===== src/rtl/bcs_pkg.sv =====
// shared constants, codes, transaction types and the reset curve for the curve scanner
`default_nettype none

package bcs_pkg;

  // sizing of the core
  localparam int CURVE_POINTS    = 32;
  localparam int PHASE_FRAC_BITS = 24;
  localparam int VALUE_BITS      = 16;

  // fixed port field widths
  localparam int STEP_W     = 24;
  localparam int MODE_W     = 3;
  localparam int CFG_ADDR_W = 2;
  localparam int CFG_DATA_W = 24;
  localparam int REQ_W      = 2;
  localparam int MOD_W      = 16;
  localparam int PIDX_W     = 5;
  localparam int PVAL_W     = 16;
  localparam int POS_W      = 16;
  localparam int PLAYHEAD_W = 25;

  // derived widths
  localparam int IDX_W    = $clog2(CURVE_POINTS);
  localparam int PHASE_W  = PHASE_FRAC_BITS + 1;
  localparam int WORK_W   = ((PHASE_W > STEP_W) ? PHASE_W : STEP_W) + 1;
  localparam int SCALED_W = PHASE_W + IDX_W;
  localparam int DIFF_W   = VALUE_BITS + 1;
  localparam int PROD_W   = DIFF_W + PHASE_FRAC_BITS + 1;
  localparam int SUM_W    = ((VALUE_BITS > MOD_W) ? VALUE_BITS : MOD_W) + 2;

  // queue sizing, depths are powers of two
  localparam int CMD_DEPTH  = 4;
  localparam int CMD_PTR_W  = $clog2(CMD_DEPTH);
  localparam int CMD_CNT_W  = $clog2(CMD_DEPTH + 1);
  localparam int OUT_DEPTH  = 8;
  localparam int OUT_PTR_W  = $clog2(OUT_DEPTH);
  localparam int OUT_CNT_W  = $clog2(OUT_DEPTH + 1);

  localparam logic [PHASE_W-1:0]    PH_ONE     = {1'b1, {PHASE_FRAC_BITS{1'b0}}};
  localparam logic [VALUE_BITS-1:0] VMAX       = '1;
  localparam logic [IDX_W-1:0]      CURVE_LAST = IDX_W'(CURVE_POINTS - 1);
  localparam logic [STEP_W-1:0]     STEP_RESET = STEP_W'(70);

  localparam longint VMAX_INT  = (longint'(1) << VALUE_BITS) - 1;
  localparam longint RAMP_DEN  = longint'(2 * (CURVE_POINTS - 1));

  typedef enum logic [REQ_W-1:0] {
    REQ_TICK    = 2'd0,
    REQ_WRITE   = 2'd1,
    REQ_RESTART = 2'd2
  } req_t;

  typedef enum logic [CFG_ADDR_W-1:0] {
    CFG_PHASE_STEP = 2'd0,
    CFG_SCAN_MODE  = 2'd1,
    CFG_STEPPED    = 2'd2
  } cfg_reg_t;

  typedef enum logic [MODE_W-1:0] {
    SCAN_FWD_WRAP = 3'd0,
    SCAN_FWD_STOP = 3'd1,
    SCAN_BOUNCE   = 3'd2,
    SCAN_BWD_STOP = 3'd3,
    SCAN_BWD_WRAP = 3'd4
  } scan_mode_t;

  typedef struct packed {
    req_t                    kind;
    logic signed [MOD_W-1:0] mod;
    logic [IDX_W-1:0]        idx;
    logic [VALUE_BITS-1:0]   value;
  } cmd_t;

  typedef struct packed {
    logic [POS_W-1:0]      position;
    logic [PLAYHEAD_W-1:0] playhead;
    logic                  finished;
  } result_t;

  typedef logic [VALUE_BITS-1:0] curve_arr_t [CURVE_POINTS];

  // linear ramp, entry i is i/(points-1) of full scale, rounded
  function automatic curve_arr_t ramp_init();
    curve_arr_t r;
    longint     num;
    for (int i = 0; i < CURVE_POINTS; i++) begin
      num  = longint'(i) * VMAX_INT * 2 + longint'(CURVE_POINTS - 1);
      r[i] = VALUE_BITS'(num / RAMP_DEN);
    end
    return r;
  endfunction

  localparam curve_arr_t CURVE_RESET = ramp_init();

endpackage

`default_nettype wire


===== src/rtl/bcs_front.sv =====
// front end: accepts requests, sorts out unused codes, clamps write fields, command queue
`default_nettype none

module bcs_front (
  input  wire logic                           clk,
  input  wire logic                           rst,
  input  wire logic                           push,
  output logic                                full,
  input  wire logic [bcs_pkg::REQ_W-1:0]      req_type,
  input  wire logic signed [bcs_pkg::MOD_W-1:0] mod_offset,
  input  wire logic [bcs_pkg::PIDX_W-1:0]     point_index,
  input  wire logic [bcs_pkg::PVAL_W-1:0]     point_value,
  output logic                                cmd_valid,
  output bcs_pkg::cmd_t                       cmd,
  input  wire logic                           cmd_take
);

  bcs_pkg::cmd_t                    q [bcs_pkg::CMD_DEPTH];
  logic [bcs_pkg::CMD_PTR_W-1:0]    wr_ptr;
  logic [bcs_pkg::CMD_PTR_W-1:0]    rd_ptr;
  logic [bcs_pkg::CMD_CNT_W-1:0]    count;

  bcs_pkg::cmd_t cmd_in;
  logic          keep;
  logic          store;
  logic          take;

  always_comb begin
    keep = 1'b0;
    case (req_type)
      bcs_pkg::REQ_TICK, bcs_pkg::REQ_WRITE, bcs_pkg::REQ_RESTART: keep = 1'b1;
      default: keep = 1'b0;
    endcase

    cmd_in.kind = bcs_pkg::req_t'(req_type);
    cmd_in.mod  = mod_offset;
    if (32'(point_index) > 32'(bcs_pkg::CURVE_POINTS - 1)) begin
      cmd_in.idx = bcs_pkg::CURVE_LAST;
    end else begin
      cmd_in.idx = bcs_pkg::IDX_W'(point_index);
    end
    if (32'(point_value) > 32'(bcs_pkg::VMAX)) begin
      cmd_in.value = bcs_pkg::VMAX;
    end else begin
      cmd_in.value = bcs_pkg::VALUE_BITS'(point_value);
    end
  end

  assign full      = (count == bcs_pkg::CMD_CNT_W'(bcs_pkg::CMD_DEPTH));
  assign cmd_valid = (count != '0);
  assign cmd       = q[rd_ptr];

  // an unused request code is taken but never queued
  assign store = push && !full && keep;
  assign take  = cmd_take && cmd_valid;

  always_ff @(posedge clk) begin
    if (store) begin
      q[wr_ptr] <= cmd_in;
    end
  end

  always_ff @(posedge clk) begin
    if (rst) begin
      wr_ptr <= '0;
      rd_ptr <= '0;
      count  <= '0;
    end else begin
      if (store) begin
        wr_ptr <= wr_ptr + bcs_pkg::CMD_PTR_W'(1);
      end
      if (take) begin
        rd_ptr <= rd_ptr + bcs_pkg::CMD_PTR_W'(1);
      end
      case ({store, take})
        2'b10:   count <= count + bcs_pkg::CMD_CNT_W'(1);
        2'b01:   count <= count - bcs_pkg::CMD_CNT_W'(1);
        default: count <= count;
      endcase
    end
  end

endmodule

`default_nettype wire


===== src/rtl/bcs_engine.sv =====
// back end: config registers, playhead advance, curve table and interpolation pipeline
`default_nettype none

module bcs_engine (
  input  wire logic                              clk,
  input  wire logic                              rst,
  input  wire logic                              cfg_we,
  input  wire logic [bcs_pkg::CFG_ADDR_W-1:0]    cfg_addr,
  input  wire logic [bcs_pkg::CFG_DATA_W-1:0]    cfg_wdata,
  input  wire logic                              cmd_valid,
  input  wire bcs_pkg::cmd_t                     cmd,
  output logic                                   cmd_take,
  input  wire logic [bcs_pkg::OUT_CNT_W-1:0]     out_level,
  output logic                                   res_push,
  output bcs_pkg::result_t                       res
);

  localparam int OCC_W = bcs_pkg::OUT_CNT_W + 1;

  // configuration
  logic [bcs_pkg::STEP_W-1:0] phase_step;
  logic [bcs_pkg::MODE_W-1:0] scan_mode;
  logic                       stepped;

  // playhead state
  logic [bcs_pkg::PHASE_W-1:0] phase;
  logic                        going_down;
  logic                        halted;

  // curve store, unwritten points read as the ramp
  logic [bcs_pkg::VALUE_BITS-1:0]   curve_mem [bcs_pkg::CURVE_POINTS];
  logic [bcs_pkg::CURVE_POINTS-1:0] pt_valid;

  // issue
  logic [OCC_W-1:0] occ;
  logic             credit_ok;
  logic             is_tick;
  logic             is_write;
  logic             is_restart;

  // advance
  logic signed [bcs_pkg::WORK_W-1:0] ps;
  logic signed [bcs_pkg::WORK_W-1:0] st;
  logic signed [bcs_pkg::WORK_W-1:0] one_s;
  logic signed [bcs_pkg::WORK_W-1:0] up;
  logic signed [bcs_pkg::WORK_W-1:0] dn;
  logic signed [bcs_pkg::WORK_W-1:0] mv;
  logic [bcs_pkg::PHASE_W-1:0]       phase_adv;
  logic                              down_adv;
  logic                              halt_adv;

  // stage 1: address generation
  logic                              s1_valid;
  logic [bcs_pkg::PHASE_W-1:0]       s1_phase;
  logic                              s1_halted;
  logic signed [bcs_pkg::MOD_W-1:0]  s1_mod;
  logic [bcs_pkg::PHASE_W-1:0]       t;
  logic [bcs_pkg::SCALED_W-1:0]      scaled;
  logic [bcs_pkg::IDX_W:0]           i0_full;
  logic [bcs_pkg::IDX_W-1:0]         i0;
  logic [bcs_pkg::IDX_W-1:0]         i1;

  // stage 2: table data
  logic                              s2_valid;
  logic [bcs_pkg::PHASE_W-1:0]       s2_phase;
  logic                              s2_halted;
  logic signed [bcs_pkg::MOD_W-1:0]  s2_mod;
  logic [bcs_pkg::PHASE_FRAC_BITS-1:0] s2_frac;
  logic [bcs_pkg::VALUE_BITS-1:0]    rd0;
  logic [bcs_pkg::VALUE_BITS-1:0]    rd1;
  logic                              vld0;
  logic                              vld1;
  logic [bcs_pkg::VALUE_BITS-1:0]    ramp0;
  logic [bcs_pkg::VALUE_BITS-1:0]    ramp1;
  logic [bcs_pkg::VALUE_BITS-1:0]    v0;
  logic [bcs_pkg::VALUE_BITS-1:0]    v1;
  logic signed [bcs_pkg::DIFF_W-1:0] diff;

  // stage 3: product and output shaping
  logic                              s3_valid;
  logic [bcs_pkg::PHASE_W-1:0]       s3_phase;
  logic                              s3_halted;
  logic signed [bcs_pkg::MOD_W-1:0]  s3_mod;
  logic [bcs_pkg::VALUE_BITS-1:0]    s3_v0;
  logic signed [bcs_pkg::PROD_W-1:0] s3_prod;
  logic signed [bcs_pkg::PROD_W-1:0] rnd;
  logic signed [bcs_pkg::PROD_W-1:0] rnd_sh;
  logic signed [bcs_pkg::SUM_W-1:0]  v0_s;
  logic signed [bcs_pkg::SUM_W-1:0]  adj_s;
  logic signed [bcs_pkg::SUM_W-1:0]  base_s;
  logic signed [bcs_pkg::SUM_W-1:0]  pos_s;
  logic [bcs_pkg::VALUE_BITS-1:0]    pos_val;

  localparam logic signed [bcs_pkg::PROD_W-1:0] HALF =
    bcs_pkg::PROD_W'(1) << (bcs_pkg::PHASE_FRAC_BITS - 1);
  localparam logic signed [bcs_pkg::SUM_W-1:0] VMAX_S = bcs_pkg::SUM_W'(bcs_pkg::VMAX);

  // ---------------- configuration ----------------
  always_ff @(posedge clk) begin
    if (rst) begin
      phase_step <= bcs_pkg::STEP_RESET;
      scan_mode  <= bcs_pkg::SCAN_FWD_WRAP;
      stepped    <= 1'b0;
    end else if (cfg_we) begin
      case (cfg_addr)
        bcs_pkg::CFG_PHASE_STEP: phase_step <= cfg_wdata[bcs_pkg::STEP_W-1:0];
        bcs_pkg::CFG_SCAN_MODE:  scan_mode  <= cfg_wdata[bcs_pkg::MODE_W-1:0];
        bcs_pkg::CFG_STEPPED:    stepped    <= cfg_wdata[0];
        default: ;
      endcase
    end
  end

  // ---------------- issue ----------------
  // ticks only go when a result slot is certain to be free
  assign occ = OCC_W'(out_level) + OCC_W'(s1_valid) + OCC_W'(s2_valid) + OCC_W'(s3_valid);
  assign credit_ok = (occ < OCC_W'(bcs_pkg::OUT_DEPTH));
  assign cmd_take  = cmd_valid && ((cmd.kind != bcs_pkg::REQ_TICK) || credit_ok);
  assign is_tick    = cmd_take && (cmd.kind == bcs_pkg::REQ_TICK);
  assign is_write   = cmd_take && (cmd.kind == bcs_pkg::REQ_WRITE);
  assign is_restart = cmd_take && (cmd.kind == bcs_pkg::REQ_RESTART);

  // ---------------- playhead advance ----------------
  assign ps    = bcs_pkg::WORK_W'(phase);
  assign st    = bcs_pkg::WORK_W'(phase_step);
  assign one_s = bcs_pkg::WORK_W'(bcs_pkg::PH_ONE);
  assign up    = ps + st;
  assign dn    = ps - st;

  always_comb begin
    phase_adv = phase;
    down_adv  = going_down;
    halt_adv  = halted;
    mv        = going_down ? dn : up;
    if (!halted) begin
      case (scan_mode)
        bcs_pkg::SCAN_FWD_WRAP: begin
          phase_adv = (up >= one_s) ? bcs_pkg::PHASE_W'(up - one_s) : bcs_pkg::PHASE_W'(up);
        end
        bcs_pkg::SCAN_FWD_STOP: begin
          if (up >= one_s) begin
            phase_adv = bcs_pkg::PH_ONE;
            halt_adv  = 1'b1;
          end else begin
            phase_adv = bcs_pkg::PHASE_W'(up);
          end
        end
        bcs_pkg::SCAN_BOUNCE: begin
          if (mv >= one_s) begin
            phase_adv = bcs_pkg::PH_ONE;
            down_adv  = 1'b1;
          end else if (mv[bcs_pkg::WORK_W-1] || (mv == '0)) begin
            phase_adv = '0;
            down_adv  = 1'b0;
          end else begin
            phase_adv = bcs_pkg::PHASE_W'(mv);
          end
        end
        bcs_pkg::SCAN_BWD_STOP: begin
          if (dn[bcs_pkg::WORK_W-1] || (dn == '0)) begin
            phase_adv = '0;
            halt_adv  = 1'b1;
          end else begin
            phase_adv = bcs_pkg::PHASE_W'(dn);
          end
        end
        default: begin
          // backward wrap, unused codes behave the same; exact zero lands on 1.0
          if (dn[bcs_pkg::WORK_W-1] || (dn == '0)) begin
            phase_adv = bcs_pkg::PHASE_W'(dn + one_s);
          end else begin
            phase_adv = bcs_pkg::PHASE_W'(dn);
          end
        end
      endcase
    end
  end

  always_ff @(posedge clk) begin
    if (rst) begin
      phase      <= '0;
      going_down <= 1'b0;
      halted     <= 1'b0;
    end else if (is_tick) begin
      phase      <= phase_adv;
      going_down <= down_adv;
      halted     <= halt_adv;
    end else if (is_restart) begin
      phase      <= '0;
      going_down <= 1'b0;
      halted     <= 1'b0;
    end
  end

  // ---------------- curve store ----------------
  always_ff @(posedge clk) begin
    if (is_write) begin
      curve_mem[cmd.idx] <= cmd.value;
    end
  end

  always_ff @(posedge clk) begin
    if (rst) begin
      pt_valid <= '0;
    end else if (is_write) begin
      pt_valid[cmd.idx] <= 1'b1;
    end
  end

  // ---------------- stage 1 ----------------
  always_ff @(posedge clk) begin
    if (rst) begin
      s1_valid <= 1'b0;
    end else begin
      s1_valid <= is_tick;
    end
  end

  always_ff @(posedge clk) begin
    if (is_tick) begin
      s1_phase  <= phase_adv;
      s1_halted <= halt_adv;
      s1_mod    <= cmd.mod;
    end
  end

  assign t       = (s1_phase > bcs_pkg::PH_ONE) ? bcs_pkg::PH_ONE : s1_phase;
  assign scaled  = bcs_pkg::SCALED_W'(t) * bcs_pkg::SCALED_W'(bcs_pkg::CURVE_POINTS - 1);
  assign i0_full = scaled[bcs_pkg::SCALED_W-1:bcs_pkg::PHASE_FRAC_BITS];
  assign i0      = (i0_full > {1'b0, bcs_pkg::CURVE_LAST}) ? bcs_pkg::CURVE_LAST
                                                           : i0_full[bcs_pkg::IDX_W-1:0];
  assign i1      = (i0 == bcs_pkg::CURVE_LAST) ? bcs_pkg::CURVE_LAST
                                               : i0 + bcs_pkg::IDX_W'(1);

  // ---------------- stage 2 ----------------
  // reads see writes issued on earlier cycles only, which keeps request order
  always_ff @(posedge clk) begin
    if (rst) begin
      s2_valid <= 1'b0;
    end else begin
      s2_valid <= s1_valid;
    end
  end

  always_ff @(posedge clk) begin
    rd0       <= curve_mem[i0];
    rd1       <= curve_mem[i1];
    vld0      <= pt_valid[i0];
    vld1      <= pt_valid[i1];
    ramp0     <= bcs_pkg::CURVE_RESET[i0];
    ramp1     <= bcs_pkg::CURVE_RESET[i1];
    s2_frac   <= scaled[bcs_pkg::PHASE_FRAC_BITS-1:0];
    s2_phase  <= s1_phase;
    s2_halted <= s1_halted;
    s2_mod    <= s1_mod;
  end

  assign v0   = vld0 ? rd0 : ramp0;
  assign v1   = vld1 ? rd1 : ramp1;
  assign diff = $signed({1'b0, v1}) - $signed({1'b0, v0});

  // ---------------- stage 3 ----------------
  always_ff @(posedge clk) begin
    if (rst) begin
      s3_valid <= 1'b0;
    end else begin
      s3_valid <= s2_valid;
    end
  end

  always_ff @(posedge clk) begin
    s3_v0     <= v0;
    s3_prod   <= diff * $signed({1'b0, s2_frac});
    s3_phase  <= s2_phase;
    s3_halted <= s2_halted;
    s3_mod    <= s2_mod;
  end

  // v0 + (v1 - v0) * frac, rounded half up, or v0 alone when stepped
  assign rnd    = s3_prod + HALF;
  assign rnd_sh = rnd >>> bcs_pkg::PHASE_FRAC_BITS;
  assign adj_s  = $signed(rnd_sh[bcs_pkg::SUM_W-1:0]);
  assign v0_s   = $signed(bcs_pkg::SUM_W'(s3_v0));
  assign base_s = stepped ? v0_s : (v0_s + adj_s);
  assign pos_s  = base_s + bcs_pkg::SUM_W'(s3_mod);

  always_comb begin
    if (pos_s[bcs_pkg::SUM_W-1]) begin
      pos_val = '0;
    end else if (pos_s > VMAX_S) begin
      pos_val = bcs_pkg::VMAX;
    end else begin
      pos_val = pos_s[bcs_pkg::VALUE_BITS-1:0];
    end
  end

  assign res_push     = s3_valid;
  assign res.position = bcs_pkg::POS_W'(pos_val);
  assign res.playhead = bcs_pkg::PLAYHEAD_W'(s3_phase);
  assign res.finished = s3_halted;

  // ---------------- checks ----------------
  a_phase_range: assert property (@(posedge clk) disable iff (rst)
    phase <= bcs_pkg::PH_ONE)
    else $error("playhead phase above 1.0");

  a_halt_stop_mode: assert property (@(posedge clk) disable iff (rst)
    $rose(halted) |-> ($past(scan_mode) == bcs_pkg::SCAN_FWD_STOP ||
                       $past(scan_mode) == bcs_pkg::SCAN_BWD_STOP))
    else $error("finished flag set outside a stop mode");

  a_credit: assert property (@(posedge clk) disable iff (rst)
    occ <= OCC_W'(bcs_pkg::OUT_DEPTH))
    else $error("ticks in flight exceed result queue space");

endmodule

`default_nettype wire


===== src/rtl/bcs_result_queue.sv =====
// result queue: holds finished tick results until the consumer pops them
`default_nettype none

module bcs_result_queue (
  input  wire logic                          clk,
  input  wire logic                          rst,
  input  wire logic                          res_push,
  input  wire bcs_pkg::result_t              res,
  output logic [bcs_pkg::OUT_CNT_W-1:0]      level,
  output logic                               empty,
  input  wire logic                          pop,
  output bcs_pkg::result_t                   head
);

  bcs_pkg::result_t              q [bcs_pkg::OUT_DEPTH];
  logic [bcs_pkg::OUT_PTR_W-1:0] wr_ptr;
  logic [bcs_pkg::OUT_PTR_W-1:0] rd_ptr;
  logic                          take;

  assign empty = (level == '0);
  assign head  = q[rd_ptr];
  assign take  = pop && !empty;

  always_ff @(posedge clk) begin
    if (res_push) begin
      q[wr_ptr] <= res;
    end
  end

  always_ff @(posedge clk) begin
    if (rst) begin
      wr_ptr <= '0;
      rd_ptr <= '0;
      level  <= '0;
    end else begin
      if (res_push) begin
        wr_ptr <= wr_ptr + bcs_pkg::OUT_PTR_W'(1);
      end
      if (take) begin
        rd_ptr <= rd_ptr + bcs_pkg::OUT_PTR_W'(1);
      end
      case ({res_push, take})
        2'b10:   level <= level + bcs_pkg::OUT_CNT_W'(1);
        2'b01:   level <= level - bcs_pkg::OUT_CNT_W'(1);
        default: level <= level;
      endcase
    end
  end

  a_no_overflow: assert property (@(posedge clk) disable iff (rst)
    res_push |-> (level != bcs_pkg::OUT_CNT_W'(bcs_pkg::OUT_DEPTH)))
    else $error("result pushed into a full queue");

endmodule

`default_nettype wire


===== src/rtl/breakpoint_curve_scanner.sv =====
// top level of the breakpoint curve scanner: front end, engine and result queue
//
//   channel   handshake                 payload
//   input     push / full               req_type, mod_offset, point_index, point_value
//   result    empty / pop               position, playhead, finished
//   config    cfg_we                    cfg_addr, cfg_wdata
//
// one transaction per cycle sustained while result space lasts; a taken tick passes the
// address, table read and multiply stages and is then written into the result queue.
// writes and restarts take one engine slot and give no result; req_type 3 is dropped.
// rst is synchronous; curve points read as the ramp until written, so no clearing pass.
// with pop low, up to eight results wait, then ticks hold in the four-entry command
// queue and full rises.
`default_nettype none

module breakpoint_curve_scanner (
  input  wire logic                              clk,
  input  wire logic                              rst,
  input  wire logic                              push,
  output logic                                   full,
  input  wire logic [bcs_pkg::REQ_W-1:0]         req_type,
  input  wire logic signed [bcs_pkg::MOD_W-1:0]  mod_offset,
  input  wire logic [bcs_pkg::PIDX_W-1:0]        point_index,
  input  wire logic [bcs_pkg::PVAL_W-1:0]        point_value,
  output logic                                   empty,
  input  wire logic                              pop,
  output logic [bcs_pkg::POS_W-1:0]              position,
  output logic [bcs_pkg::PLAYHEAD_W-1:0]         playhead,
  output logic                                   finished,
  input  wire logic                              cfg_we,
  input  wire logic [bcs_pkg::CFG_ADDR_W-1:0]    cfg_addr,
  input  wire logic [bcs_pkg::CFG_DATA_W-1:0]    cfg_wdata
);

  logic                              cmd_valid;
  logic                              cmd_take;
  bcs_pkg::cmd_t                     cmd;
  logic                              res_push;
  bcs_pkg::result_t                  res;
  bcs_pkg::result_t                  head;
  logic [bcs_pkg::OUT_CNT_W-1:0]     out_level;

  bcs_front u_front (
    .clk         (clk),
    .rst         (rst),
    .push        (push),
    .full        (full),
    .req_type    (req_type),
    .mod_offset  (mod_offset),
    .point_index (point_index),
    .point_value (point_value),
    .cmd_valid   (cmd_valid),
    .cmd         (cmd),
    .cmd_take    (cmd_take)
  );

  bcs_engine u_engine (
    .clk       (clk),
    .rst       (rst),
    .cfg_we    (cfg_we),
    .cfg_addr  (cfg_addr),
    .cfg_wdata (cfg_wdata),
    .cmd_valid (cmd_valid),
    .cmd       (cmd),
    .cmd_take  (cmd_take),
    .out_level (out_level),
    .res_push  (res_push),
    .res       (res)
  );

  bcs_result_queue u_result_queue (
    .clk      (clk),
    .rst      (rst),
    .res_push (res_push),
    .res      (res),
    .level    (out_level),
    .empty    (empty),
    .pop      (pop),
    .head     (head)
  );

  assign position = head.position;
  assign playhead = head.playhead;
  assign finished = head.finished;

endmodule

`default_nettype wire

===== config.mk =====
export PLATFORM = sky130hd
export DESIGN_NAME = breakpoint_curve_scanner
export DESIGN_NICKNAME = d
export VERILOG_FILES = /design/src/rtl/bcs_pkg.sv /design/src/rtl/bcs_front.sv /design/src/rtl/bcs_engine.sv /design/src/rtl/bcs_result_queue.sv /design/src/rtl/breakpoint_curve_scanner.sv
export SDC_FILE = /design/constraint.sdc
export NUM_CORES = 2
export LEC_CHECK = 0
export ABC_CLOCK_PERIOD_IN_PS = 16100
export BUFFER_PORTS_ARGS = -buffer_cell sky130_fd_sc_hd__clkbuf_2
export CORE_MARGIN = 10
export CORE_UTILIZATION = 25
export CTS_CLUSTER_DIAMETER = 150
export CTS_CLUSTER_SIZE = 16
export DETAILED_ROUTE_END_ITERATION = 12
export PLACE_DENSITY = 0.4
export SETUP_SLACK_MARGIN = 0.2
export SYNTH_ARGS = -nofsm -noshare
export SYNTH_HDL_FRONTEND = slang
export SYNTH_HIERARCHICAL = 1
export SYNTH_SLANG_ARGS = --single-unit

===== constraint.sdc =====
create_clock -name clk -period 16.1 [get_ports clk]
set_input_delay 3.22 -clock clk [delete_from_list [all_inputs] [get_ports clk]]
set_output_delay 3.22 -clock clk [all_outputs]
set_load 0.03 [all_outputs]

---- Word level (Yosys, flattened, before mapping) ----
Memory sizes are Yosys's and may differ from the RTL's. A register that Yosys moved wholly into a read port is not among the register bits.
Cells that the tools add are included.
storage, ports and cells
  register bits ........................... 317
  bits in writable memories ............... 1004
  memory bits (read-only) ................. 1024
  bits of input ports ..................... 70
  output and inout bits ................... 44
  logic and storage cells ................. 168
  memories kept ........................... 5
memory list
  memory              words  bits a word  rd ports  clocked after memory_dff  wr ports  line                    source
  (no name shown)     32     16           1         1                         0         bcs_engine.sv:250       ramp0 <= bcs_pkg::CURVE_RESET[i0];
  (no name shown)     32     16           1         1                         0         bcs_engine.sv:251       ramp1 <= bcs_pkg::CURVE_RESET[i1];
  u_engine.curve_mem  32     16           2         2                         1         bcs_engine.sv:31        logic [bcs_pkg::VALUE_BITS-1:0] curve_mem [bcs_pkg::CURVE_POINTS];
  u_result_queue.q    8      42           1         1                         1         bcs_result_queue.sv:15  bcs_pkg::result_t q [bcs_pkg::OUT_DEPTH];
  u_front.q           4      39           1         1                         1         bcs_front.sv:18         bcs_pkg::cmd_t q [bcs_pkg::CMD_DEPTH];
cells by class
  $add $sub $neg .......................... 20
  $mul .................................... 2
  order comparisons ....................... 10
  eq/ne operators ......................... 18
  muxes and demuxes ....................... 49
  bitwise logic cells ..................... 3
  reductions and logical operators ........ 31
operator list
  kind                    number
  $mux 25                 10
  $pmux 25 s4             1
  $mux 16                 4
  $ge 26x26->1 const B    2
  $logic_not 26->1        2
  $add 42x25->42 const B  1
  $mul 17x25->42          1
  $or 32x32->32           1
  $mul 25x5->30 const B   1
  $add 25x24->26          1
  $mux 26                 1
  $sub 25x24->26          1
  $add 25x25->25 const B  1
  $gt 25x25->1 const B    1
  $sub 25x25->25 const B  1
  $mux 1                  20
  $add 17x18->18          1
  $add 18x16->18          1
  $gt 18x17->1 const B    1
  $lt 5x6->1 const B      3
  $mux 18                 1
  $sub 16x16->17          1
  $not 5->6               2
  $add 5x1->5             2
  other kinds (37)        72

---- Longest topological paths before layout ----
  depth after elaboration ................. 9
  mapped depth ............................ 44
  depth with buffers taken out ............ 42

---- By module ----
Netlist, hierarchy kept.
by module, submodules not included
  module            instances  cells an instance  area each (um2)  seq. area each (um2)
  bcs_engine        1          5497               55713.4          22181.3
  bcs_result_queue  1          558                13236.4          10349.9
  bcs_front         1          255                6123.4           4864.7

---- Worst setup path after synthesis ----
OpenSTA, ideal clock, no wires.
  kind .................................... reg2reg
  from .................................... reg u_engine.vld0
  to ...................................... reg u_engine/s3_prod[41] (netlist bit)
  setup time .............................. 72 ps
  arrival time ............................ 9598 ps
  required time ........................... 16028 ps
  path slack .............................. 6430 ps
  cell stages (with the launch flop) ...... 43
  buffers on the path ..................... 3
  period minus slack after synthesis ...... 9670 ps
  cells stage by stage .................... dfxtp_1 > clkbuf_1 > clkbuf_1 > nand2_1 > nand2_1 > ha_1 > nor2b_1 > o21ai_0 > a21boi_0 > o21ai_0 > a21boi_0 > o21ai_0 > a21boi_0 > o21ai_0 > a21o_1 > a21oi_1 > or2_2 > nor3_1 > [... 7 more ...] > fa_1 > inv_1 > fa_1 > inv_1 > ha_1 > a21o_1 > a21o_1 > a21o_1 > a211oi_1 > o221ai_1 > a21o_1 > a41o_1 > a21oi_1 > nor2b_1 > o41ai_1 > o21ai_0 > o41ai_1 > xnor2_1
on the way
  word-level cells in the longest chain between the ends .. 3
ends and longest elaborated chain
  element                    line               source
  start: declaration         bcs_engine.sv:71   logic vld0;
  start signal: assignment   bcs_engine.sv:248  vld0 <= pt_valid[i0];
  $mux 16                    bcs_engine.sv:258  assign v0 = vld0 ? rd0 : ramp0;
  via u_engine.v0 (one bit)  bcs_engine.sv:75   logic [bcs_pkg::VALUE_BITS-1:0] v0;
  $sub 16x16->17             bcs_engine.sv:260  assign diff = $signed({1'b0, v1}) - $signed({1'b0, v0});
  $mul 17x25->42             bcs_engine.sv:273  s3_prod <= diff * $signed({1'b0, s2_frac});
  end signal: assignment     bcs_engine.sv:273
  end: declaration           bcs_engine.sv:85   logic signed [bcs_pkg::PROD_W-1:0] s3_prod;
The timed path passes the listed nets, and every way through them passes these cells.
A chain may end at the register's enable or synchronous reset.

---- Worst setup path in the final report ----
  from .................................... reg u_engine.vld1
  to ...................................... reg u_engine/s3_prod[41] (netlist bit)
on the way
  word-level cells in the longest chain between the ends .. 3
ends and longest elaborated chain
  element                   line               source
  start: declaration        bcs_engine.sv:72   logic vld1;
  start signal: assignment  bcs_engine.sv:249  vld1 <= pt_valid[i1];
  $mux 16                   bcs_engine.sv:259  assign v1 = vld1 ? rd1 : ramp1;
  $sub 16x16->17            bcs_engine.sv:260
  $mul 17x25->42            bcs_engine.sv:273
No other way between the ends.

==> impl_metrics.ini <==
[grt]
overflow = 0
grt_use_met3_pct = 1.84
met1_usage_pct = 21.9
first_global_vias = 51900
busiest_layer = met2
grt_pass1_wl_um = 368000
antenna_found_initial = 19
grtUsageMet2_pct = 24.1
grt_max_degree = 120
grtUsageTotal_pct = 15.1

[clock_network]
h-tree-depth = 3
cts.sinks = 1345
clock_latency_ps = 780
cts_made_buffers = 94
postCtsResizedCells = 0
cts_buffer_depth = 3
cts_root_buffer = clkbuf_16
hold_buffers = 0
postCtsSetupRepairBufs = 0
clk_pin_slew_ps = 90
cts_tree = done

[synthesis]
synth-async-reset-ratio_pct = 0
syn_inst = 6310
synth_warnings = 6
synth_edf_count = 1046
yosysSeqAreaShare_pct = 49.8
yosys_most_used_dff = edfxtp_1
syn_area_per_cell_um2 = 11.9
synth.distinct_cells = 100
ys_ff_latch = 1345
syn_area_um2 = 75100
synth_nets = 7070

[detailed_routing]
drcViolationCount = 0
wl_um = 251000
vias = 50800
viasPerCell = 4.91
drt-initial-drc-count = 3950
drt-pass1-iter-count = 6
routedWlPerCell_um = 24.3
ant_nets = 0

[setup_path]
r2r_slack_ps = 4600
crit_type = flip-flop to flip-flop
path_max_fanout = 24
cpPeakStageDelay_ps = 770
crit_buf_inv = 3
worst_path_max_delay_cell = or3_1
crit_top_cell = fa_1
cp.required_ps = 16770
crit_path_end_kind = flip-flop
critPathLaunchType = flip-flop
arrival_ps = 12170
crit_family = compound AO/OA/AOI/OAI gates

[place]
pre_cts_ws_ps = 4720
portBuffers = 113
dp_hpwl_um = 165000
gp_congestion = 0.822

[flow_run]
cap_violations = 0

[floorplanning]
start_util_pct = 25.1
num_rows = 201
fp.dieW_um = 568
coreArea_um2 = 300000
die_h_um = 568
pin_count = 114
die_area_um2 = 323000

[timing]
slew_viol_final = 0
setup_viol = 0
min_period_ps = 11500
fin_setup_tns_ps = 0
finClkSkew_ps = 55.2
setup_slack_ps = 4600
slew_headroom_pct = 19.3
min_period_over_period_pct = 71.4
hold_viol = 0
max_freq_ghz = 0.0869
rsz0062_at_grt = false
worst_pin_slew_ps = 1210

[finish]
areaGrowthSynthToFinish_pct = 11.0
fin_nets = 7050
drive_gt1_share_pct = 10.5

[hold_path]
min_path_type = flip-flop to flip-flop

[status]
outcome = complete, no violations
[stage by stage]
step	util, %	cell area (um2)	std cells	hold slack (ps)
final	27.8	83300	10300	329
after global routing	27.8	83300	10300	329
after CTS	27.8	83300	10300	328
after detailed placement	26.9	80500	10200	313
after global placement	26.9	80500	10200	312
after floorplan	-	75100	6310	310
[synthesized netlist by cell type, drive strengths merged, types with 132 or more instances]
master | number | area [um2]
clkbuf | 250 | 938
a221oi | 193 | 1690
edfxtp | 1046 | 31400
o21ai | 281 | 1410
mux2i | 179 | 1790
nor2 | 293 | 1120
fa | 403 | 8070
a21oi | 269 | 1350
dfxtp | 299 | 5990
ha | 287 | 3590
inv | 594 | 2230
nand2 | 714 | 2680
nand3 | 132 | 661
[final timing paths]
| kind | startpoint | endpoint | cells past startpoint |
|---|---|---|---|
| max reg2reg | u_engine/vld1$_DFF_P_ | u_engine/s3_prod[41]$_DFF_P_ | 39 |
| max | u_engine/vld1$_DFF_P_ | u_engine/s3_prod[41]$_DFF_P_ | 39 |
| min reg2reg | u_engine/s2_phase[19]$_DFF_P_ | u_engine/s3_phase[19]$_DFF_P_ | 0 |
| min | u_engine/s2_phase[19]$_DFF_P_ | u_engine/s3_phase[19]$_DFF_P_ | 0 |
[flip-flops by register name (all words and copies together), names as in the netlist, 24 cells and up, named ones only]
| register | cells |
|---|---|
| u_result_queue/q | 336 |
| u_engine/curve_mem | 512 |
| u_engine/s2_phase | 25 |
| u_engine/phase | 25 |
| u_front/q | 156 |
| u_engine/pt_valid | 32 |
| u_engine/phase_step | 24 |
| u_engine/s3_phase | 25 |
| u_engine/s2_frac | 24 |
| u_engine/s1_phase | 25 |
[cell type report]
type | instances | area (um2)
Tap cell | 3958 | 4950
Timing Repair Buffer | 224 | 1430
Sequential cell | 1345 | 37400
Clock buffer | 169 | 2660
Multi-Input combinational cell | 4029 | 34500
Antenna cell | 8 | 20.0
Fill cell | 30800 | 216000
Clock inverter | 8 | 149
Inverter | 596 | 2250
[metal layers]
metal / vias to the layer above / part of all wire [%]
met2: 1511 / 46
li1: 22600 / -
met5: - / 0
met3: 283 / 5.1
met4: 0 / 2.2
met1: 26400 / 47
[logic make-up (layout without fill, tap and decap cells)]
kind of cell	Yosys count	after routing	synth area share, %
xor gates and xnor gates	125	125	1.46
muxes	382	382	7.28
and+or+nand+nor	1621	1621	9.97
AOI/OAI and AO/OA	1211	1211	11.0
buffers and inverters	936	997	4.93
other	0	8	0
adders and majority gates	690	690	15.5
DFF	1345	1345	49.8
[worst register-to-register path: cells and delay by family, from the launching register on]
kind | cells | cell delay, ps
adder cells (fa/ha/maj) | 8 | 3370
AND/OR/NAND/NOR | 6 | 1660
flip-flops | 1 | 710
buffers and inverters | 3 | 140
XOR/XNOR | 1 | 160
AO/OA/AOI/OAI | 21 | 5340
[cell usage in the layout (no fill, tap or decap), drive strengths merged, types with 123 or more instances in the layout]
cell | Yosys | routed
inv | 594 | 597
nand2 | 714 | 714
clkbuf | 250 | 281
a21oi | 269 | 269
mux2i | 179 | 179
a221oi | 193 | 193
nand3 | 132 | 132
dfxtp | 299 | 299
ha | 287 | 287
fa | 403 | 403
o21ai | 281 | 281
mux4 | 123 | 123
nor2 | 293 | 293
edfxtp | 1046 | 1046
Power is left out: the tool's default activity adds up to more than one toggle a clock period on the data nets, which glitch-free logic cannot reach.
